File: src/tlwbc_pkg.sv
// Shared types, constants and saturating helpers for the text line/word/byte counter.
package tlwbc_pkg;

	localparam int COUNT_WIDTH  = 48;
	localparam int COLUMN_WIDTH = 32;
	localparam int FILES_WIDTH  = 32;
	localparam int TAB_WIDTH_W  = 8;

	localparam logic [TAB_WIDTH_W-1:0]  TAB_WIDTH_RESET = 8'd8;
	localparam logic [COUNT_WIDTH-1:0]  CNT_MAX   = '1;
	localparam logic [COLUMN_WIDTH-1:0] COL_MAX   = '1;
	localparam logic [FILES_WIDTH-1:0]  FILES_MAX = '1;

	localparam logic [7:0] CH_SPACE   = 8'h20;
	localparam logic [7:0] CH_TAB     = 8'h09;
	localparam logic [7:0] CH_NEWLINE = 8'h0a;

	typedef enum logic {
		MODE_DATA = 1'b0,
		MODE_EOF  = 1'b1
	} mode_t;

	typedef struct packed {
		mode_t      mode;
		logic [7:0] data_byte;
	} in_t;

	typedef struct packed {
		logic [COUNT_WIDTH-1:0]  file_lines;
		logic [COUNT_WIDTH-1:0]  file_words;
		logic [COUNT_WIDTH-1:0]  file_bytes;
		logic [COLUMN_WIDTH-1:0] file_longest_line;
		logic [COUNT_WIDTH-1:0]  total_lines;
		logic [COUNT_WIDTH-1:0]  total_words;
		logic [COUNT_WIDTH-1:0]  total_bytes;
		logic [COLUMN_WIDTH-1:0] total_longest_line;
		logic [FILES_WIDTH-1:0]  files_seen;
	} out_t;

	// Per-file figures as they stand at end of file
	typedef struct packed {
		logic [COUNT_WIDTH-1:0]  lines;
		logic [COUNT_WIDTH-1:0]  words;
		logic [COUNT_WIDTH-1:0]  bytes;
		logic [COLUMN_WIDTH-1:0] longest;
	} file_sum_t;

	// Stage control: a beat leaves the input register this cycle
	typedef struct packed {
		logic fire;
		logic eof;
	} step_ctl_t;

	function automatic logic [COUNT_WIDTH-1:0] sat_add_cnt(
		input logic [COUNT_WIDTH-1:0] a,
		input logic [COUNT_WIDTH-1:0] b
	);
		logic [COUNT_WIDTH:0] s;
		s = {1'b0, a} + {1'b0, b};
		return s[COUNT_WIDTH] ? CNT_MAX : s[COUNT_WIDTH-1:0];
	endfunction

	function automatic logic [COUNT_WIDTH-1:0] sat_inc_cnt(input logic [COUNT_WIDTH-1:0] a);
		return (a == CNT_MAX) ? CNT_MAX : a + 1'b1;
	endfunction

	function automatic logic [COLUMN_WIDTH-1:0] sat_add_col(
		input logic [COLUMN_WIDTH-1:0] a,
		input logic [COLUMN_WIDTH-1:0] b
	);
		logic [COLUMN_WIDTH:0] s;
		s = {1'b0, a} + {1'b0, b};
		return s[COLUMN_WIDTH] ? COL_MAX : s[COLUMN_WIDTH-1:0];
	endfunction

endpackage

File: src/tlwbc_file_stats.sv
// Per-file state: byte, word and line counts, column tracking with tab stops.
module tlwbc_file_stats import tlwbc_pkg::*; (
	input  logic                   clk,
	input  logic                   arst_n,
	input  step_ctl_t              ctl,
	input  logic [7:0]             data_byte,
	input  logic [TAB_WIDTH_W-1:0] tab_width,
	input  logic                   cfg_we,
	output file_sum_t              summary
);

	logic [COUNT_WIDTH-1:0]  line_q, word_q, byte_q;
	logic [COLUMN_WIDTH-1:0] column_q, longest_q;
	logic [TAB_WIDTH_W-1:0]  rem_q;
	logic                    in_word_q;

	logic [COUNT_WIDTH-1:0]  line_d, word_d, byte_d;
	logic [COLUMN_WIDTH-1:0] column_d, longest_d;
	logic [TAB_WIDTH_W-1:0]  rem_d;
	logic                    in_word_d;

	logic [TAB_WIDTH_W-1:0]  w;
	logic [TAB_WIDTH_W-1:0]  tab_adv;
	logic [TAB_WIDTH_W:0]    rem_inc;
	logic [TAB_WIDTH_W-1:0]  rem_step;
	logic                    is_ws;

	// zero width behaves as one
	assign w        = (tab_width == '0) ? TAB_WIDTH_W'(1) : tab_width;
	assign tab_adv  = (rem_q < w) ? (w - rem_q) : TAB_WIDTH_W'(1);
	assign rem_inc  = {1'b0, rem_q} + (TAB_WIDTH_W+1)'(1);
	assign rem_step = (rem_inc >= {1'b0, w}) ? '0 : rem_inc[TAB_WIDTH_W-1:0];
	assign is_ws    = (data_byte == CH_SPACE) || (data_byte == CH_TAB) ||
	                  (data_byte == CH_NEWLINE);

	// end-of-file view: open word counted, unfinished line measured
	assign summary.lines   = line_q;
	assign summary.bytes   = byte_q;
	assign summary.words   = in_word_q ? sat_inc_cnt(word_q) : word_q;
	assign summary.longest = (column_q > longest_q) ? column_q : longest_q;

	always_comb begin
		line_d    = line_q;
		word_d    = word_q;
		byte_d    = byte_q;
		column_d  = column_q;
		longest_d = longest_q;
		rem_d     = rem_q;
		in_word_d = in_word_q;
		if (ctl.fire && ctl.eof) begin
			line_d    = '0;
			word_d    = '0;
			byte_d    = '0;
			column_d  = '0;
			longest_d = '0;
			rem_d     = '0;
			in_word_d = 1'b0;
		end else if (ctl.fire) begin
			byte_d = sat_inc_cnt(byte_q);
			if (is_ws) begin
				if (in_word_q)
					word_d = sat_inc_cnt(word_q);
				in_word_d = 1'b0;
			end else begin
				in_word_d = 1'b1;
			end
			if (data_byte == CH_NEWLINE) begin
				if (column_q > longest_q)
					longest_d = column_q;
				column_d = '0;
				rem_d    = '0;
				line_d   = sat_inc_cnt(line_q);
			end else if (data_byte == CH_TAB) begin
				column_d = sat_add_col(column_q, COLUMN_WIDTH'(tab_adv));
				rem_d    = '0;
			end else begin
				column_d = sat_add_col(column_q, COLUMN_WIDTH'(1));
				rem_d    = rem_step;
			end
		end
		// new tab width: current column becomes a tab stop
		if (cfg_we)
			rem_d = '0;
	end

	always_ff @(posedge clk or negedge arst_n) begin
		if (!arst_n) begin
			line_q    <= '0;
			word_q    <= '0;
			byte_q    <= '0;
			column_q  <= '0;
			longest_q <= '0;
			rem_q     <= '0;
			in_word_q <= 1'b0;
		end else begin
			line_q    <= line_d;
			word_q    <= word_d;
			byte_q    <= byte_d;
			column_q  <= column_d;
			longest_q <= longest_d;
			rem_q     <= rem_d;
			in_word_q <= in_word_d;
		end
	end

endmodule

File: src/tlwbc_totals.sv
// Running totals over files and the result register.
module tlwbc_totals import tlwbc_pkg::*; (
	input  logic      clk,
	input  logic      arst_n,
	input  step_ctl_t ctl,
	input  file_sum_t summary,
	output logic      out_valid,
	input  logic      out_ready,
	output out_t      out_data
);

	logic [COUNT_WIDTH-1:0]  sum_lines_q, sum_words_q, sum_bytes_q;
	logic [COLUMN_WIDTH-1:0] sum_longest_q;
	logic [FILES_WIDTH-1:0]  files_q;
	logic                    out_valid_q;
	out_t                    out_data_q;

	logic [COUNT_WIDTH-1:0]  sum_lines_d, sum_words_d, sum_bytes_d;
	logic [COLUMN_WIDTH-1:0] sum_longest_d;
	logic [FILES_WIDTH-1:0]  files_d;
	logic                    close_file;

	assign close_file    = ctl.fire && ctl.eof;
	assign sum_lines_d   = sat_add_cnt(sum_lines_q, summary.lines);
	assign sum_words_d   = sat_add_cnt(sum_words_q, summary.words);
	assign sum_bytes_d   = sat_add_cnt(sum_bytes_q, summary.bytes);
	assign sum_longest_d = (summary.longest > sum_longest_q) ? summary.longest : sum_longest_q;
	assign files_d       = (files_q == FILES_MAX) ? FILES_MAX : files_q + 1'b1;

	always_ff @(posedge clk or negedge arst_n) begin
		if (!arst_n) begin
			sum_lines_q   <= '0;
			sum_words_q   <= '0;
			sum_bytes_q   <= '0;
			sum_longest_q <= '0;
			files_q       <= '0;
			out_valid_q   <= 1'b0;
		end else if (close_file) begin
			sum_lines_q   <= sum_lines_d;
			sum_words_q   <= sum_words_d;
			sum_bytes_q   <= sum_bytes_d;
			sum_longest_q <= sum_longest_d;
			files_q       <= files_d;
			out_valid_q   <= 1'b1;
		end else if (out_ready) begin
			out_valid_q <= 1'b0;
		end
	end

	always_ff @(posedge clk) begin
		if (close_file) begin
			out_data_q.file_lines         <= summary.lines;
			out_data_q.file_words         <= summary.words;
			out_data_q.file_bytes         <= summary.bytes;
			out_data_q.file_longest_line  <= summary.longest;
			out_data_q.total_lines        <= sum_lines_d;
			out_data_q.total_words        <= sum_words_d;
			out_data_q.total_bytes        <= sum_bytes_d;
			out_data_q.total_longest_line <= sum_longest_d;
			out_data_q.files_seen         <= files_d;
		end
	end

	assign out_valid = out_valid_q;
	assign out_data  = out_data_q;

endmodule

File: src/text_line_word_byte_counter.sv
// Top level of the text line, word and byte counter.
//
// Counts lines, words, bytes and the widest line (tabs expanded to stops every
// tab_width columns) over a byte stream split into files. Each input beat is
// either a data byte or an end-of-file mark; only the end-of-file beat makes a
// result beat, carrying that file's figures, the running totals and the file
// count. A word still open and a last line without newline are both counted
// at end of file. All counters saturate. The block takes one beat per cycle
// unless stalled as below: a beat is registered in the input register on
// acceptance and applied to the per-file state as it leaves that register, so
// an end-of-file result is registered in the result register as its beat
// leaves the input register. The only stall comes from the single result
// register: an end-of-file beat waits in the input register while a previous
// result is held by out_ready low, and data bytes keep flowing otherwise.
// tab_width (reset 8, zero acts as one) is written through cfg_valid/cfg_data,
// always ready; write it only while the block is idle. A write makes the
// current column a tab stop.
module text_line_word_byte_counter import tlwbc_pkg::*; (
	input  logic                   clk,
	input  logic                   arst_n,
	input  logic                   in_valid,
	output logic                   in_ready,
	input  in_t                    in_data,
	output logic                   out_valid,
	input  logic                   out_ready,
	output out_t                   out_data,
	input  logic                   cfg_valid,
	output logic                   cfg_ready,
	input  logic [TAB_WIDTH_W-1:0] cfg_data
);

	logic                   valid_s1;
	in_t                    item_s1;
	logic [TAB_WIDTH_W-1:0] tab_width_q;
	logic                   cfg_we;
	step_ctl_t              ctl;
	file_sum_t              summary;

	assign cfg_ready = 1'b1;
	assign cfg_we    = cfg_valid && cfg_ready;

	// data bytes always move on; end of file needs room in the result register
	assign ctl.eof  = (item_s1.mode == MODE_EOF);
	assign ctl.fire = valid_s1 && (!ctl.eof || !out_valid || out_ready);
	assign in_ready = !valid_s1 || ctl.fire;

	always_ff @(posedge clk or negedge arst_n) begin
		if (!arst_n) begin
			valid_s1 <= 1'b0;
		end else if (in_ready) begin
			valid_s1 <= in_valid;
		end
	end

	always_ff @(posedge clk) begin
		if (in_ready && in_valid)
			item_s1 <= in_data;
	end

	always_ff @(posedge clk or negedge arst_n) begin
		if (!arst_n) begin
			tab_width_q <= TAB_WIDTH_RESET;
		end else if (cfg_we) begin
			tab_width_q <= cfg_data;
		end
	end

	tlwbc_file_stats u_file_stats (
		.clk       (clk),
		.arst_n    (arst_n),
		.ctl       (ctl),
		.data_byte (item_s1.data_byte),
		.tab_width (tab_width_q),
		.cfg_we    (cfg_we),
		.summary   (summary)
	);

	tlwbc_totals u_totals (
		.clk       (clk),
		.arst_n    (arst_n),
		.ctl       (ctl),
		.summary   (summary),
		.out_valid (out_valid),
		.out_ready (out_ready),
		.out_data  (out_data)
	);

endmodule
File: config.mk
export PLATFORM = sky130hd
export DESIGN_NAME = text_line_word_byte_counter
export DESIGN_NICKNAME = d
export VERILOG_FILES = /design/src/tlwbc_pkg.sv /design/src/tlwbc_file_stats.sv /design/src/tlwbc_totals.sv /design/src/text_line_word_byte_counter.sv
export SDC_FILE = /design/constraint.sdc
export NUM_CORES = 2
export LEC_CHECK = 0
export ABC_AREA = 1
export BUFFER_PORTS_ARGS = -buffer_cell sky130_fd_sc_hd__buf_2
export CORE_UTILIZATION = 30
export DETAILED_ROUTE_END_ITERATION = 8
export HOLD_SLACK_MARGIN = 0.15
export PLACE_DENSITY = 0.5
export SLEW_MARGIN = 20
export SYNTH_ARGS = -nofsm -noshare
export SYNTH_HDL_FRONTEND = slang
export SYNTH_HIERARCHICAL = 1
export SYNTH_SLANG_ARGS = --single-unit
File: constraint.sdc
create_clock -name clk -period 10.4 [get_ports clk]
set_input_delay 0.52 -clock clk [delete_from_list [all_inputs] [get_ports clk]]
set_output_delay 0.52 -clock clk [all_outputs]
set_load 0.02 [all_outputs]
==> flow_metrics.env <==
export IMPL_outcome="finished clean"
export IMPL_cts_setup_buffers=0
export IMPL_cts_buffer_depth=3
export IMPL_setup_viol=0
export IMPL_rows=155
export IMPL_grt_pass1_vias=46230
export IMPL_die_h_um=426.1
export IMPL_instances_no_fill=10200
export IMPL_htreeDepth=3
export IMPL_seq_area_frac_synth_pct=42.06
export IMPL_start_util_pct=30.20
export IMPL_timing_rr_end="u_totals/out_data[113]$_DFFE_PP_"
export IMPL_powerDensity_nw_per_um2=195.5
export IMPL_dp_cells=9982
export IMPL_clock_root_buffer="clkbuf_16"
export IMPL_die_area_um2=181500
export IMPL_switchingPower_mw=4.642
export IMPL_wirelength_um=198300
export IMPL_globalplace_congestion=0.9656
export IMPL_final_hold_viol_count=0
export IMPL_synth_warnings=6
export IMPL_yosysMostFrequentCell="nand2_1"
export IMPL_grt_max_degree=185
export IMPL_viasPerCell=4.781
export IMPL_synthDistinctLibCells=57
export IMPL_postSynthCellCount=7342
export IMPL_drt_first_pass_iters=8
export IMPL_syn_avg_cell_area_um2=7.348
export IMPL_ios=409
export IMPL_numCtsBuffers=102
export IMPL_r2r_cells=22
export IMPL_initialDrtViolationCount=4147
export IMPL_grt_first_pass_wirelength_um=294200
export IMPL_critPathArrivalTime_ns=6.02
export IMPL_maxCapViolCount=0
export IMPL_clk_pin_slew_ns=0.06
export IMPL_clkSinkCount=828
export IMPL_cts_repair_resize_count=0
export IMPL_path_class="reg2reg"
export IMPL_fmax_mhz=179.8
export IMPL_overflow=0
export IMPL_setup_tns_final_ns=0
export IMPL_async_flop_share_pct=52.54
export IMPL_netlist_area_um2=53950
export IMPL_design_area_um2=62110
export IMPL_crit_end="u_totals/out_data[113]$_DFFE_PP_"
export IMPL_maxSlewHeadroom_pct=28.94
export IMPL_clock_latency_ns=0.78
export IMPL_wl_per_cell_um=19.44
export IMPL_crit_path_start_kind="flip-flop"
export IMPL_fin_crit_ns=5.561
export IMPL_hold_path_class="in2reg"
export IMPL_power_share_sequential_pct=36.7
export IMPL_synth_edf_count=393
export IMPL_ys_flop_type="dfrtp_1"
export IMPL_r2r_slack_ns=4.84
export IMPL_cp_end_kind="flip-flop"
export IMPL_synth_nets=7607
export IMPL_rsz0062_at_grt="false"
export IMPL_skew_ns=0.06870
export IMPL_ys_seq_elements=828
export IMPL_drc=0
export IMPL_place_area_um2=58410
export IMPL_cp_max_fo=42
export IMPL_r2r_start="u_file_stats/word_q[1]$_DFFE_PN0P_"
export IMPL_synth_top_area_cell="edfxtp_1"
export IMPL_die_x_um=426.1
export IMPL_final_antenna_net_count=0
export IMPL_synth_top_cells_by_area="edfxtp_1, dfrtp_1, nand2_1, inv_1, ha_1"
export IMPL_vias=48780
export IMPL_ir_drop_uv=180.8
export IMPL_fin_crit_sh_pct=53.47
export IMPL_nNetsFinal=8020
export IMPL_cp_data_required_time_ns=10.86
export IMPL_core_area_um2=178600
export IMPL_ys_top_cells_by_count="nand2_1, inv_1, nor2_1, nand3_1, dfrtp_1"
export IMPL_post_route_util_pct=34.78
export IMPL_yosysTopAreaCellShare_pct=21.88
export IMPL_syn_to_final_growth_pct=15.14
export IMPL_leakagePower_nw=30.87
export IMPL_pwr_share_comb_pct=32.8
export IMPL_port_buffers=407
export IMPL_dp_hpwl_um=154500
export IMPL_p_int_mw=7.503
export IMPL_switching_share_pct=38.22
export IMPL_cts_tree="yes"
export IMPL_layout_drive_gt1_share_pct=11.43
export IMPL_grt_usage_pct=21.44
export IMPL_antenna_found_initial=5
export IMPL_cp_startpoint="u_file_stats/word_q[1]$_DFFE_PN0P_"
export IMPL_hold_depth=3
export IMPL_tightest_slew_ns=1.066
export IMPL_drv_slew=0
export IMPL_clock_power_share_pct=30.5
[cells in the final DEF (no fill, tap or decap), drive strengths merged, types with 10 or more instances in the layout]
master	n
a21oi	145
a31oi	52
and2	76
buf	439
bufinv	10
clkbuf	124
clkinv	46
dfrtp	434
dlygate4sd3	24
edfxtp	393
ha	238
inv	1169
nand2	2733
nand3	629
nand4	121
nor2	605
nor3	121
nor4	13
o21ai	228
o22ai	11
or2	27
xnor2	79
xor2	78
[power groups by stage]
stage,registers (mW),clock network (mW),logic [mW]
2_1_floorplan,4.63,0,2.55
3_3_place_gp,4.52,0,3.94
3_5_place_dp,4.51,0,3.99
4_1_cts,4.46,3.83,4.01
5_1_grt,4.50,3.94,4.48
6_report,4.45,3.71,3.99
[layer usage]
| metal | up-vias | wire length, µm | track usage, % |
|---|---|---|---|
| li1 | 24080 | - | - |
| met1 | 23180 | 89760 | 29.14 |
| met2 | 1290 | 92750 | 35.18 |
| met3 | 234 | 9797 | 2.555 |
| met4 | 2 | 6035 | 7.043 |
| met5 | - | 12 | 0 |
[per-stage QoR]
step	power [mW]	hold WS (ns)	worst slack, ns
global route	12.92	0.2162	4.525
global placement	8.461	0.4622	4.857
detailed placement	8.504	0.4648	4.824
CTS	12.31	0.1568	4.808
floorplan	7.176	0.2244	4.039
finish	12.14	0.2204	4.839
[logic make-up after synthesis]
logic type,after synthesis,share of synthesized area [%]
flops,828,42.06
xor+xnor,157,2.549
simple gates,4338,35.40
fa+ha+maj,243,5.706
compound gates,457,4.578
other cells,1,0.006951
buf+inv,1318,9.709
[what timing repair did]
action,in CTS,in global routing
endpoints found under the hold margin,102,0
endpoints found under the setup margin,0,0
hold buffers,24,0
[critical path: stages (launching register included)]
cell and delay, ns:
dfrtp_1 0.40, ha_1 0.18, nand3_1 0.24, nor2_1 0.20, nand3_1 0.16, nor3_4 0.31
nand4_4 0.66, nand2_1 0.51, ha_1 0.34, nand2_1 0.14, inv_1 0.07, nand2_1 0.07
nand2_1 0.07, inv_1 0.06, nand2_1 0.06, inv_1 0.05, nand2_1 0.13, nand2_1 0.12
inv_2 0.06, nor2_8 0.39, buf_4 0.56, inv_1 0.14, or2_2 0.30
[area by class of cell]
class | count | area (µm²)
multi-input cells | 5196 | 26080
clock buffers | 124 | 2715
well taps | 2355 | 2947
repair buffers | 463 | 2565
clock inverters | 70 | 737.0
diodes | 3 | 7.507
flip-flops and latches | 828 | 22690
inverters | 1164 | 4379
fillers | 19100 | 116500
[worst min path at each step]
stage                                                 startpoint                                     end  slack [ns]
final                                                  cfg_valid              tab_width_q[1]$_DFFE_PN0P_        0.22
after global placement    u_totals/sum_longest_q[22]$_DFFE_PN0P_  u_totals/sum_longest_q[22]$_DFFE_PN0P_        0.46
after floorplan                                           arst_n              tab_width_q[0]$_DFFE_PN0P_        0.22
after global routing                                   cfg_valid              tab_width_q[0]$_DFFE_PN0P_        0.22
after detailed placement   u_file_stats/longest_q[5]$_DFFE_PN0P_   u_file_stats/longest_q[5]$_DFFE_PN0P_        0.46
after CTS                                              cfg_valid              tab_width_q[1]$_DFFE_PN0P_        0.16
[sequential cells by signal, summed over array words and instances (netlist names), 32 cells and up]
register and cells:
u_totals/out_data 384, u_file_stats/byte_q 48, u_file_stats/line_q 48, u_file_stats/word_q 48
u_totals/sum_bytes_q 48, u_totals/sum_lines_q 48, u_totals/sum_words_q 48, u_file_stats/column_q 32
u_file_stats/longest_q 32, u_totals/files_q 32, u_totals/sum_longest_q 32
No activity file was read; power rests on OpenSTA's default activity.
